--- config.mk ---
export PLATFORM = sky130hd
export DESIGN_NAME = psg_to_single_tone_divisor
export DESIGN_NICKNAME = d
export VERILOG_FILES = /design/src/rtl/core/psgtd_pkg.sv /design/src/rtl/core/psg_to_single_tone_divisor.sv /design/src/rtl/core/psgtd_div.sv /design/src/rtl/core/psgtd_dp.sv /design/src/rtl/core/psgtd_ctrl.sv
export SDC_FILE = /design/constraint.sdc
export NUM_CORES = 1
export LEC_CHECK = 0
export ABC_AREA = 1
export BUFFER_PORTS_ARGS = -buffer_cell sky130_fd_sc_hd__buf_2
export CAP_MARGIN = 20
export CELL_PAD_IN_SITES_DETAIL_PLACEMENT = 1
export CELL_PAD_IN_SITES_GLOBAL_PLACEMENT = 1
export CORE_UTILIZATION = 23
export CTS_BUF_LIST = sky130_fd_sc_hd__clkbuf_16
export DETAILED_ROUTE_END_ITERATION = 12
export GPL_ROUTABILITY_DRIVEN = 0
export PLACE_DENSITY_LB_ADDON = 0.1
export SLEW_MARGIN = 20
export SYNTH_ARGS = -nofsm -noshare
export SYNTH_HDL_FRONTEND = slang
export SYNTH_HIERARCHICAL = 1
export SYNTH_SLANG_ARGS = --single-unit
--- constraint.sdc ---
create_clock -name i_clk -period 6.6 [get_ports i_clk]
set_input_delay 0.33 -clock i_clk [delete_from_list [all_inputs] [get_ports i_clk]]
set_output_delay 0.33 -clock i_clk [all_outputs]
set_load 0.02 [all_outputs]
--- src/rtl/core/psgtd_pkg.sv ---
// Shared constants, codes and controller/datapath interface types of the tone divisor block.
package psgtd_pkg;

    localparam int unsigned PSG_CLOCK   = 3579545;
    localparam int unsigned TIMER_CLOCK = 1192380;

    localparam int DVD_W  = 21;
    localparam int DVS_W  = 17;
    localparam int CNT_W  = 5;
    localparam int PER_W  = 11;
    localparam int RATE_W = 17;
    localparam int DIV_W  = 16;
    localparam int NCH    = 4;

    localparam logic [DVD_W-1:0] RATE_DIVIDEND  = DVD_W'(PSG_CLOCK / 32);
    localparam logic [DVD_W-1:0] TIMER_DIVIDEND = DVD_W'(TIMER_CLOCK);
    localparam logic [CNT_W-1:0] DIV_LAST       = CNT_W'(DVD_W - 1);
    localparam logic [RATE_W-1:0] RATE_LIMIT    = RATE_W'(10000);
    localparam logic [PER_W-1:0] ZERO_PERIOD    = PER_W'(1024);

    localparam logic [PER_W-1:0] NOISE_PER [3] = '{PER_W'(16), PER_W'(32), PER_W'(64)};

    localparam logic [1:0] CH_NOISE = 2'd3;
    localparam logic [1:0] TONE2_CH = 2'd2;

    localparam logic [1:0] FUNC_WRITE   = 2'd0;
    localparam logic [1:0] FUNC_EVAL    = 2'd1;
    localparam logic [1:0] FUNC_SILENCE = 2'd2;

    localparam logic [2:0] REG_NOISE = 3'd6;
    localparam logic [1:0] NOISE_SEL_FOLLOW = 2'd3;

    localparam logic [1:0] GATE_NONE = 2'd0;
    localparam logic [1:0] GATE_ON   = 2'd1;
    localparam logic [1:0] GATE_OFF  = 2'd2;

    localparam logic [2:0] CFG_SOUND_EN = 3'd0;
    localparam logic [2:0] CFG_MASK     = 3'd1;
    localparam logic [2:0] CFG_PRIO0    = 3'd2;
    localparam logic [2:0] CFG_PRIO1    = 3'd3;
    localparam logic [2:0] CFG_PRIO2    = 3'd4;
    localparam logic [2:0] CFG_PRIO3    = 3'd5;

    localparam logic [1:0] PER_ITEM   = 2'd0;
    localparam logic [1:0] PER_NOISE  = 2'd1;
    localparam logic [1:0] PER_TONE2  = 2'd2;
    localparam logic [1:0] PER_FOLLOW = 2'd3;

    localparam logic DIV_RATE  = 1'b0;
    localparam logic DIV_TIMER = 1'b1;

    typedef struct packed {
        logic       latch;
        logic       att_wr;
        logic       per_load;
        logic [1:0] per_src;
        logic       flag_set;
        logic       flag_clr;
        logic       div_start;
        logic       div_sel;
        logic       rate_wr;
        logic       div_wr;
        logic       div_clr;
        logic       silence;
        logic       fin;
    } t_cmd;

    typedef struct packed {
        logic [1:0] func;
        logic [2:0] reg_idx;
        logic [1:0] sel;
        logic       follow;
        logic       ch_is2;
        logic       div_done;
        logic       pick_ok;
        logic       out_free;
    } t_sts;

endpackage

--- src/rtl/core/psg_to_single_tone_divisor.sv ---
// Work per word: silence or an ignored word goes straight to the result; an attenuation write or
// re-evaluation runs the timer division when a channel is picked; a tone or noise write runs a rate
// division before that, two when channel 2 drags noise along; the result is offered the cycle after.
// Every division runs through one shared restoring divider (one bit per cycle).
// One word in work at a time; a new one waits until the result is registered, held off by ready.
// Synchronous active-low reset loads state and sound registers, not operands or result fields.
// Top level: tone divisor picker for a four-channel sound generator.
module psg_to_single_tone_divisor (
    input  logic                          i_clk,
    input  logic                          i_rst_n,
    input  logic                          i_cfg_we,
    input  logic [2:0]                    i_cfg_idx,
    input  logic [3:0]                    i_cfg_data,
    input  logic                          i_valid,
    output logic                          o_ready,
    input  logic [1:0]                    i_func,
    input  logic [2:0]                    i_reg_index,
    input  logic [9:0]                    i_value,
    output logic                          o_valid,
    input  logic                          i_ready,
    output logic                          o_load_divisor,
    output logic [psgtd_pkg::DIV_W-1:0]   o_divisor,
    output logic [1:0]                    o_gate,
    output logic                          o_playing
);

    psgtd_pkg::t_cmd cmd;
    psgtd_pkg::t_sts sts;

    psgtd_ctrl u_ctrl (
        .i_clk   (i_clk),
        .i_rst_n (i_rst_n),
        .i_valid (i_valid),
        .o_ready (o_ready),
        .i_sts   (sts),
        .o_cmd   (cmd)
    );

    psgtd_dp u_dp (
        .i_clk          (i_clk),
        .i_rst_n        (i_rst_n),
        .i_cmd          (cmd),
        .o_sts          (sts),
        .i_cfg_we       (i_cfg_we),
        .i_cfg_idx      (i_cfg_idx),
        .i_cfg_data     (i_cfg_data),
        .i_func         (i_func),
        .i_reg_index    (i_reg_index),
        .i_value        (i_value),
        .i_ready        (i_ready),
        .o_valid        (o_valid),
        .o_load_divisor (o_load_divisor),
        .o_divisor      (o_divisor),
        .o_gate         (o_gate),
        .o_playing      (o_playing)
    );

endmodule

--- src/rtl/core/psgtd_div.sv ---
// Restoring serial divider, one quotient bit per cycle.
module psgtd_div (
    input  logic                          i_clk,
    input  logic                          i_rst_n,
    input  logic                          i_start,
    input  logic [psgtd_pkg::DVD_W-1:0]   i_dividend,
    input  logic [psgtd_pkg::DVS_W-1:0]   i_divisor,
    output logic                          o_done,
    output logic [psgtd_pkg::DVD_W-1:0]   o_quotient
);

    logic                          r_busy, n_busy;
    logic                          r_done, n_done;
    logic [psgtd_pkg::CNT_W-1:0]   r_cnt, n_cnt;
    logic [psgtd_pkg::DVD_W-1:0]   r_quo, n_quo;
    logic [psgtd_pkg::DVS_W-1:0]   r_rem, n_rem;
    logic [psgtd_pkg::DVS_W-1:0]   r_dvs, n_dvs;
    logic [psgtd_pkg::DVS_W:0]     rem_sh;
    logic [psgtd_pkg::DVS_W:0]     rem_sub;
    logic                          q_bit;

    always_comb begin
        rem_sh  = {r_rem, r_quo[psgtd_pkg::DVD_W-1]};
        rem_sub = rem_sh - {1'b0, r_dvs};
        q_bit   = (rem_sh >= {1'b0, r_dvs});
        n_busy  = r_busy;
        n_done  = 1'b0;
        n_cnt   = r_cnt;
        n_quo   = r_quo;
        n_rem   = r_rem;
        n_dvs   = r_dvs;
        if (i_start) begin
            n_busy = 1'b1;
            n_cnt  = '0;
            n_quo  = i_dividend;
            n_rem  = '0;
            n_dvs  = i_divisor;
        end else if (r_busy) begin
            n_quo = {r_quo[psgtd_pkg::DVD_W-2:0], q_bit};
            n_rem = q_bit ? rem_sub[psgtd_pkg::DVS_W-1:0] : rem_sh[psgtd_pkg::DVS_W-1:0];
            n_cnt = r_cnt + 1'b1;
            if (r_cnt == psgtd_pkg::DIV_LAST) begin
                n_busy = 1'b0;
                n_done = 1'b1;
            end
        end
    end

    always_ff @(posedge i_clk) begin
        if (!i_rst_n) begin
            r_busy <= 1'b0;
            r_done <= 1'b0;
            r_cnt  <= '0;
        end else begin
            r_busy <= n_busy;
            r_done <= n_done;
            r_cnt  <= n_cnt;
        end
        r_quo <= n_quo;
        r_rem <= n_rem;
        r_dvs <= n_dvs;
    end

    assign o_done     = r_done;
    assign o_quotient = r_quo;

endmodule

--- src/rtl/core/psgtd_dp.sv ---
// Datapath: sound registers, channel rates, priority pick, divider and result register.
module psgtd_dp (
    input  logic                          i_clk,
    input  logic                          i_rst_n,
    input  psgtd_pkg::t_cmd               i_cmd,
    output psgtd_pkg::t_sts               o_sts,
    input  logic                          i_cfg_we,
    input  logic [2:0]                    i_cfg_idx,
    input  logic [3:0]                    i_cfg_data,
    input  logic [1:0]                    i_func,
    input  logic [2:0]                    i_reg_index,
    input  logic [9:0]                    i_value,
    input  logic                          i_ready,
    output logic                          o_valid,
    output logic                          o_load_divisor,
    output logic [psgtd_pkg::DIV_W-1:0]   o_divisor,
    output logic [1:0]                    o_gate,
    output logic                          o_playing
);

    logic                            r_sound_en;
    logic [psgtd_pkg::NCH-1:0]       r_mask;
    logic [2:0]                      r_prio [psgtd_pkg::NCH];

    logic [psgtd_pkg::RATE_W-1:0]    r_rate [psgtd_pkg::NCH];
    logic [psgtd_pkg::NCH-1:0]       r_high;
    logic [3:0]                      r_att [psgtd_pkg::NCH];
    logic [psgtd_pkg::PER_W-1:0]     r_tone2;
    logic                            r_follow;
    logic [psgtd_pkg::DIV_W-1:0]     r_last;
    logic                            r_play;

    logic [1:0]                      r_func;
    logic [2:0]                      r_reg;
    logic [9:0]                      r_val;
    logic [psgtd_pkg::DIV_W-1:0]     r_start;
    logic                            r_eval;
    logic                            r_sil;
    logic [1:0]                      r_ch;
    logic [psgtd_pkg::PER_W-1:0]     r_per;

    logic                            r_ov;
    logic                            r_out_load;
    logic [psgtd_pkg::DIV_W-1:0]     r_out_div;
    logic [1:0]                      r_out_gate;
    logic                            r_out_play;

    logic                            div_done;
    logic [psgtd_pkg::DVD_W-1:0]     quo;
    logic [psgtd_pkg::DVD_W-1:0]     dvd;
    logic [psgtd_pkg::DVS_W-1:0]     dvs;
    logic [psgtd_pkg::RATE_W-1:0]    q_rate;
    logic [psgtd_pkg::PER_W-1:0]     item_per;
    logic [psgtd_pkg::PER_W-1:0]     tone2_per;
    logic                            found;
    logic [psgtd_pkg::RATE_W-1:0]    pick_rate;
    logic [1:0]                      pch;
    logic                            changed;
    logic [1:0]                      fin_gate;
    logic                            fin_play;

    always_comb begin
        found     = 1'b0;
        pick_rate = '0;
        pch       = '0;
        for (int s = 0; s < psgtd_pkg::NCH; s++) begin
            pch = 2'(r_prio[s] - 3'd1);
            if (!found && r_prio[s] >= 3'd1 && r_prio[s] <= 3'd4) begin
                if (!r_high[pch] && r_att[pch] != 4'hF && r_mask[pch]) begin
                    found     = 1'b1;
                    pick_rate = r_rate[pch];
                end
            end
        end
    end

    assign dvd = (i_cmd.div_sel == psgtd_pkg::DIV_TIMER) ? psgtd_pkg::TIMER_DIVIDEND
                                                          : psgtd_pkg::RATE_DIVIDEND;
    assign dvs = (i_cmd.div_sel == psgtd_pkg::DIV_TIMER) ? pick_rate
                                                          : psgtd_pkg::DVS_W'(r_per);

    psgtd_div u_div (
        .i_clk      (i_clk),
        .i_rst_n    (i_rst_n),
        .i_start    (i_cmd.div_start),
        .i_dividend (dvd),
        .i_divisor  (dvs),
        .o_done     (div_done),
        .o_quotient (quo)
    );

    assign q_rate    = quo[psgtd_pkg::RATE_W-1:0];
    assign item_per  = (r_val == 10'd0) ? psgtd_pkg::ZERO_PERIOD : {1'b0, r_val};
    assign tone2_per = (r_tone2 == '0) ? psgtd_pkg::ZERO_PERIOD : r_tone2;

    assign changed  = r_eval && (r_last != r_start);
    assign fin_play = changed ? (r_last != '0) : r_play;
    always_comb begin
        fin_gate = psgtd_pkg::GATE_NONE;
        if (r_sil) begin
            fin_gate = psgtd_pkg::GATE_OFF;
        end else if (changed) begin
            if (r_last == '0) begin
                fin_gate = psgtd_pkg::GATE_OFF;
            end else if (r_start == '0) begin
                fin_gate = psgtd_pkg::GATE_ON;
            end
        end
    end

    always_ff @(posedge i_clk) begin
        if (!i_rst_n) begin
            r_sound_en <= 1'b1;
            r_mask     <= '1;
            r_prio[0]  <= 3'd4;
            r_prio[1]  <= 3'd3;
            r_prio[2]  <= 3'd2;
            r_prio[3]  <= 3'd1;
            for (int c = 0; c < psgtd_pkg::NCH; c++) begin
                r_rate[c] <= '0;
                r_att[c]  <= 4'hF;
            end
            r_high   <= '0;
            r_tone2  <= '0;
            r_follow <= 1'b0;
            r_last   <= '0;
            r_play   <= 1'b0;
            r_ov     <= 1'b0;
            r_eval   <= 1'b0;
            r_sil    <= 1'b0;
        end else begin
            if (i_cfg_we) begin
                case (i_cfg_idx)
                    psgtd_pkg::CFG_SOUND_EN: r_sound_en <= i_cfg_data[0];
                    psgtd_pkg::CFG_MASK:     r_mask     <= i_cfg_data;
                    psgtd_pkg::CFG_PRIO0:    r_prio[0]  <= i_cfg_data[2:0];
                    psgtd_pkg::CFG_PRIO1:    r_prio[1]  <= i_cfg_data[2:0];
                    psgtd_pkg::CFG_PRIO2:    r_prio[2]  <= i_cfg_data[2:0];
                    psgtd_pkg::CFG_PRIO3:    r_prio[3]  <= i_cfg_data[2:0];
                    default: ;
                endcase
            end
            if (i_cmd.latch) begin
                r_eval <= 1'b0;
                r_sil  <= 1'b0;
            end
            if (i_cmd.att_wr) begin
                r_att[r_reg[2:1]] <= r_val[3:0];
            end
            if (i_cmd.per_load && i_cmd.per_src == psgtd_pkg::PER_ITEM &&
                r_reg[2:1] == psgtd_pkg::TONE2_CH) begin
                r_tone2 <= item_per;
            end
            if (i_cmd.flag_set) begin
                r_follow <= 1'b1;
            end
            if (i_cmd.flag_clr) begin
                r_follow <= 1'b0;
            end
            if (i_cmd.rate_wr) begin
                r_high[r_ch] <= (q_rate > psgtd_pkg::RATE_LIMIT);
                r_rate[r_ch] <= (r_ch == psgtd_pkg::CH_NOISE) ? (q_rate >> 2) : q_rate;
            end
            if (i_cmd.div_wr) begin
                r_last <= quo[psgtd_pkg::DIV_W-1:0];
                r_eval <= 1'b1;
            end
            if (i_cmd.div_clr) begin
                r_last <= '0;
                r_eval <= 1'b1;
            end
            if (i_cmd.silence) begin
                r_last <= '0;
                r_play <= 1'b0;
                r_sil  <= 1'b1;
            end
            if (i_cmd.fin) begin
                r_play <= fin_play;
                r_ov   <= 1'b1;
            end else if (i_ready) begin
                r_ov <= 1'b0;
            end
        end
        if (i_cmd.latch) begin
            r_func  <= i_func;
            r_reg   <= i_reg_index;
            r_val   <= i_value;
            r_start <= r_last;
        end
        if (i_cmd.per_load) begin
            case (i_cmd.per_src)
                psgtd_pkg::PER_ITEM: begin
                    r_ch  <= r_reg[2:1];
                    r_per <= item_per;
                end
                psgtd_pkg::PER_NOISE: begin
                    r_ch  <= psgtd_pkg::CH_NOISE;
                    r_per <= psgtd_pkg::NOISE_PER[r_val[1:0]];
                end
                psgtd_pkg::PER_TONE2: begin
                    r_ch  <= psgtd_pkg::CH_NOISE;
                    r_per <= tone2_per;
                end
                default: begin
                    r_ch <= psgtd_pkg::CH_NOISE;
                end
            endcase
        end
        if (i_cmd.fin) begin
            r_out_load <= changed && (r_last != '0);
            r_out_div  <= r_last;
            r_out_gate <= fin_gate;
            r_out_play <= fin_play;
        end
    end

    always_comb begin
        o_sts.func     = r_func;
        o_sts.reg_idx  = r_reg;
        o_sts.sel      = r_val[1:0];
        o_sts.follow   = r_follow;
        o_sts.ch_is2   = (r_ch == psgtd_pkg::TONE2_CH);
        o_sts.div_done = div_done;
        o_sts.pick_ok  = r_sound_en && found && (pick_rate != '0);
        o_sts.out_free = !r_ov || i_ready;
    end

    assign o_valid        = r_ov;
    assign o_load_divisor = r_out_load;
    assign o_divisor      = r_out_div;
    assign o_gate         = r_out_gate;
    assign o_playing      = r_out_play;

`ifndef NO_ASSERTIONS
    a_load_nonzero: assert property (@(posedge i_clk) disable iff (!i_rst_n)
        (r_ov && r_out_load) |-> (r_out_div != '0))
        else $error("load word with zero divisor");
    a_gate_on_load: assert property (@(posedge i_clk) disable iff (!i_rst_n)
        (r_ov && r_out_gate == psgtd_pkg::GATE_ON) |-> r_out_load)
        else $error("speaker on without divisor load");
    a_play_matches: assert property (@(posedge i_clk) disable iff (!i_rst_n)
        r_ov |-> (r_out_play == (r_out_div != '0)))
        else $error("playing flag disagrees with divisor");
    a_fin_free: assert property (@(posedge i_clk) disable iff (!i_rst_n)
        i_cmd.fin |-> (!r_ov || i_ready))
        else $error("result word overwritten");
`endif

endmodule

--- src/rtl/core/psgtd_ctrl.sv ---
// Controller: sequences register updates, rate and timer divisions and result hand-off.
module psgtd_ctrl (
    input  logic              i_clk,
    input  logic              i_rst_n,
    input  logic              i_valid,
    output logic              o_ready,
    input  psgtd_pkg::t_sts   i_sts,
    output psgtd_pkg::t_cmd   o_cmd
);

    localparam logic [2:0] S_IDLE   = 3'd0;
    localparam logic [2:0] S_DEC    = 3'd1;
    localparam logic [2:0] S_RSTART = 3'd2;
    localparam logic [2:0] S_RWAIT  = 3'd3;
    localparam logic [2:0] S_ESTART = 3'd4;
    localparam logic [2:0] S_EWAIT  = 3'd5;
    localparam logic [2:0] S_FIN    = 3'd6;

    logic [2:0] r_state, n_state;

    always_comb begin
        n_state = r_state;
        o_cmd   = '0;
        o_ready = (r_state == S_IDLE);
        case (r_state)
            S_IDLE: begin
                if (i_valid) begin
                    o_cmd.latch = 1'b1;
                    n_state     = S_DEC;
                end
            end
            S_DEC: begin
                case (i_sts.func)
                    psgtd_pkg::FUNC_WRITE: begin
                        if (i_sts.reg_idx == psgtd_pkg::REG_NOISE) begin
                            if (i_sts.sel == psgtd_pkg::NOISE_SEL_FOLLOW) begin
                                if (i_sts.follow) begin
                                    n_state = S_FIN;
                                end else begin
                                    o_cmd.flag_set = 1'b1;
                                    o_cmd.per_load = 1'b1;
                                    o_cmd.per_src  = psgtd_pkg::PER_TONE2;
                                    n_state        = S_RSTART;
                                end
                            end else begin
                                o_cmd.flag_clr = 1'b1;
                                o_cmd.per_load = 1'b1;
                                o_cmd.per_src  = psgtd_pkg::PER_NOISE;
                                n_state        = S_RSTART;
                            end
                        end else if (i_sts.reg_idx[0]) begin
                            o_cmd.att_wr = 1'b1;
                            n_state      = S_ESTART;
                        end else begin
                            o_cmd.per_load = 1'b1;
                            o_cmd.per_src  = psgtd_pkg::PER_ITEM;
                            n_state        = S_RSTART;
                        end
                    end
                    psgtd_pkg::FUNC_EVAL: begin
                        n_state = S_ESTART;
                    end
                    psgtd_pkg::FUNC_SILENCE: begin
                        o_cmd.silence = 1'b1;
                        n_state       = S_FIN;
                    end
                    default: begin
                        n_state = S_FIN;
                    end
                endcase
            end
            S_RSTART: begin
                o_cmd.div_start = 1'b1;
                o_cmd.div_sel   = psgtd_pkg::DIV_RATE;
                n_state         = S_RWAIT;
            end
            S_RWAIT: begin
                if (i_sts.div_done) begin
                    o_cmd.rate_wr = 1'b1;
                    if (i_sts.ch_is2 && i_sts.follow) begin
                        o_cmd.per_load = 1'b1;
                        o_cmd.per_src  = psgtd_pkg::PER_FOLLOW;
                        n_state        = S_RSTART;
                    end else begin
                        n_state = S_ESTART;
                    end
                end
            end
            S_ESTART: begin
                if (i_sts.pick_ok) begin
                    o_cmd.div_start = 1'b1;
                    o_cmd.div_sel   = psgtd_pkg::DIV_TIMER;
                    n_state         = S_EWAIT;
                end else begin
                    o_cmd.div_clr = 1'b1;
                    n_state       = S_FIN;
                end
            end
            S_EWAIT: begin
                o_cmd.div_sel = psgtd_pkg::DIV_TIMER;
                if (i_sts.div_done) begin
                    o_cmd.div_wr = 1'b1;
                    n_state      = S_FIN;
                end
            end
            S_FIN: begin
                if (i_sts.out_free) begin
                    o_cmd.fin = 1'b1;
                    n_state   = S_IDLE;
                end
            end
            default: begin
                n_state = S_IDLE;
            end
        endcase
    end

    always_ff @(posedge i_clk) begin
        if (!i_rst_n) begin
            r_state <= S_IDLE;
        end else begin
            r_state <= n_state;
        end
    end

endmodule
==> results.md <==
* Status: complete, no violations
* Worst reg2reg path endpoint: u_dp/u_div/r_cnt[4]
* Synthesized-area fraction occupied by ao, oa, aoi and oai cells at 0.144
* Termination of the worst setup path: u_dp/u_div/r_cnt[4]
* Crit. path cell count at 24
* Cell area after placement at 16400 um2
* Final Util at 0.273
* Vias in the first global route at 13600
* Peak clock frequency supported by timing at 0.183 GHz
* Clock latency at the later pin of the worst-skew pair at 570 ps
* Setup WS pre-CTS at 1060 ps
* Cell seen most often among critical-path stages: nand2_1
* Clock transition at the registers of the reported paths at 50 ps
* Arrival time reported for the critical path endpoint at 5920 ps
* Final-report max-slew violation count at 0
* Synthesized flop and latch total at 266
* Category of the most critical setup path: register to register
* Fraction of layout cells with a size suffix above 1 at 0.0973
* Synthesized-area fraction occupied by adder cells at 0.0268
* Portion of netlist area occupied by mux cells at 0
* Setup repair after global routing missed its margin: no
* Yosys Warn Count at 6
* Mapped Area at 15200 um2
* Max_slew headroom at 0.316
* Post-route cell area at 17700 um2
* # rows at 93
* Ant diodes at 0
* Xor and xnor fraction of the mapped netlist area at 0.0115
* Most flop-heavy register: u_dp/r_rate
* Fraction of the yosys area taken by sequential cells at 0.480
* Area Growth Syn to Fin at 16.2%
* Max Fanout on Critical Path at 40
* Y dimension of the die at 259 um
* VDD IR-drop max at 0.223 mV
* Final total negative setup slack at 0 ps
* Element type at the critical path end: register
* Largest family of logic cells by synthesized area: simple AND/OR/NAND/NOR gates
* Pin count of the biggest net entering global routing at 60
* Number of violations reported at the end of detailed-routing iteration 0 at 600
* Share of power burned in registers at 0.386
* Final WS setup at 1130 ps
* Buffers from clock root to sink, at most at 3
* Switching power summed over all nets at 2.22 mW
* Largest register FFs at 68
* Worst hold path class: primary input to register
* Fin crit period at 5470 ps
* Cell internal pwr at 3.78 mW
* Wire length of the first global-routing pass at 84600 um
* Number of hold-slack violations in the final timing report at 0
* Clock tree from TritonCTS: built
* Vias/cell at 4.59
* Chain of cells forming the critical path: inv_1 -> ha_1 -> buf_4 -> nand3_1 -> nand2_1 -> nand2_1 -> a21oi_1 -> inv_1 -> nor2_2 -> o221ai_1 -> nand2_1 -> nor2_1 -> nand3_1 -> nor2_1 -> nor2_1 -> nand2_1 -> nor2_2 -> inv_1 -> nand2_1 -> buf_4 -> inv_1 -> nand2_1 -> a21oi_1 -> o21a_1
* Worst hold-check slack at 49.2 ps
* MaxCap Viol Count at 0
* Htree depth at 2
* Number of search-and-repair iterations in the first detailed-routing pass at 5
* Antenna violations before repair at 0
* Cell variety after synth at 56
* Ys async rst share at 0
* Sink count of the clock tree at 266
* Worst-path cell with the longest stage delay: nor2_2
* Logic gate share of total power at 0.289
* Worst setup path start: u_dp/r_prio[3][0]
* Master cell of the clock root buffer: clkbuf_16
* Width of the chip at 259 um
* Number of standard cells after synthesis at 1924
* Vias at 13100
* Total I/O pin count at 49
* Final wirelength at 55700 um
* Mean post-synth cell area at 7.92 um2
* Total global-route track usage at 0.166
* Standby leakage power at 7.26 nW
* CTS resizes at 0
* Number of buffer cells added on primary ports at 48
* Reg2reg path depth at 24
* Period utilisation layout at 0.829
* Power Density at 339 nW/um2
* EDFF count, synth at 198
* Buf/Inv on CP at 6
* Startpoint type of the worst setup path: register
* Proportion of total power due to net switching at 0.371
* Remaining antenna violation count at 0
* Required time at the endpoint of the critical path at 7050 ps
* Starting density of the core at 0.235
* Simple-gate share of the synthesized area at 0.242
* Maximum cell stage delay along the critical path at 550 ps
* CTS buffer count at 37
* Predominant post-synthesis flop cell: edfxtp_1
* Top Family by Delay on Critical Path: simple AND/OR/NAND/NOR gates
* # DRC at 0
* Total half-perimeter wirelength after legalization and detailed placement at 40000 um
* Number of setup violations in the final report at 0
* Die Outline Area at 67300 um2
* Transition time of the tightest slew-check pin at 1020 ps
* Avg WL per Cell at 19.5 um
* Net count, final at 2035
* Setup slack on the worst flop-to-flop path at 1130 ps
* Part of the total power dissipated in the clock network at 0.325
* Startpoint of the lowest-slack register-to-register path: u_dp/r_prio[3][0]
* Setup clock skew after layout at 26.7 ps
* Core footprint at 64900 um2
* Overflow left after global routing at 0
## tightest hold or removal path: cells and delay by family
family,cells,cell delay [ps]
buf+inv,2,130
compound gates,1,80
## synth_stat cells, types with 2 or more instances
library cell,count,share of area
nand3_4,2,0.0023
nand3_2,6,0.0039
a21oi_1,185,0.061
nand4_1,11,0.0045
edfxtp_1,198,0.39
xnor2_1,15,0.0086
xor2_1,5,0.0029
nor2_1,197,0.049
nand3_1,126,0.041
or2_2,5,0.0021
nor2_2,11,0.0045
clkbuf_1,59,0.015
buf_4,7,0.0034
conb_1,2,0.00049
a21oi_2,3,0.0017
nand2_2,11,0.0045
buf_2,13,0.0043
and2_1,2,0.00082
o21ai_0,181,0.059
nand3b_2,7,0.0052
nand2_1,412,0.10
ha_1,31,0.025
inv_2,6,0.0015
o22ai_1,6,0.0025
nor3_1,31,0.010
inv_4,2,0.00082
dfxtp_1,68,0.089
inv_1,239,0.059
nor3b_1,2,0.00099
nand2_4,3,0.0022
buf_8,2,0.0020
clkinv_1,5,0.0012
a211oi_1,10,0.0049
o211ai_1,11,0.0054
a31oi_1,6,0.0025
o21ai_1,4,0.0013
nor4_1,10,0.0041
o21a_1,2,0.00099
o221ai_1,2,0.0012
buf_6,10,0.0074
## metal layers
metal	track usage	wire length [um]
met5	0	0
met4	0.0546	1640
met3	0.0241	1720
met2	0.279	26400
met1	0.217	26000
## layout make-up
| cell class | count | area (um2) |
|---|---|---|
| fill | 7800 | 47200 |
| sequential | 266 | 7310 |
| multi-input combinational | 1323 | 6540 |
| tap | 855 | 1070 |
| inverter | 253 | 956 |
| clock buffer | 37 | 926 |
| timing repair buffer | 95 | 638 |
| clock inverter | 31 | 260 |
## how the worst min path moves through the flow
stage / to / slack (ps) / cells past startpoint / startpoint
floorplan: u_ctrl/r_state[0] / 430 / 2 / i_rst_n
global placement: u_dp/u_div/r_rem[11] / 460 / 2 / u_dp/u_div/r_rem[11]
finish: u_dp/r_mask[3] / 50 / 3 / i_cfg_data[3]
CTS: u_dp/r_mask[3] / 20 / 3 / i_cfg_data[3]
detailed placement: u_dp/u_div/r_rem[16] / 470 / 2 / u_dp/u_div/r_rem[16]
global route: u_dp/r_mask[3] / 40 / 3 / i_cfg_data[3]
## power groups by stage
stage	clock network (mW)	logic (mW)	registers [mW]
floorplan	0	1.24	2.25
global placement	0	1.74	2.36
detailed placement	0	1.76	2.35
CTS	2.04	1.78	2.32
global route	2.09	1.98	2.35
finish	1.95	1.74	2.31
## stage by stage
stage          total power [mW]  cells
2_1_floorplan              3.49   1935
3_3_place_gp               4.09   2776
3_5_place_dp               4.11   2777
4_1_cts                    6.13   2860
5_1_grt                    6.41   2860
6_report                   6.00   2860
## repair_timing
action | in CTS | in global routing
setup buffers | 0 | 0
hold buffers | 15 | 0
endpoints found under the hold margin | 15 | 0
## logic make-up after synthesis
group	Yosys count
adder cells (fa/ha/maj)	32
AND/OR/NAND/NOR	843
flip-flops	266
other	2
buffers and inverters	346
AO/OA/AOI/OAI	415
XOR/XNOR	20
## cells in the final DEF (no fill, tap or decap), types with 11 or more instances in the layout
cell           Yosys  routed
buf_2             13      48
dlygate4sd3_1      0      15
clkinv_1           5      13
o211ai_1          11      11
nor3_1            31      30
dfxtp_1           68      68
inv_1            239     250
nand4_1           11      11
nand2_2           11      11
nor2_1           197     195
edfxtp_1         198     198
ha_1              31      31
conb_1             2      13
nor2_2            11      13
nand2_1          412     412
o21ai_0          181     180
xnor2_1           15      15
nand3_1          126     126
buf_4              7      31
clkbuf_16          0      37
a21oi_1          185     185
(Power assumes the default switching activity.)
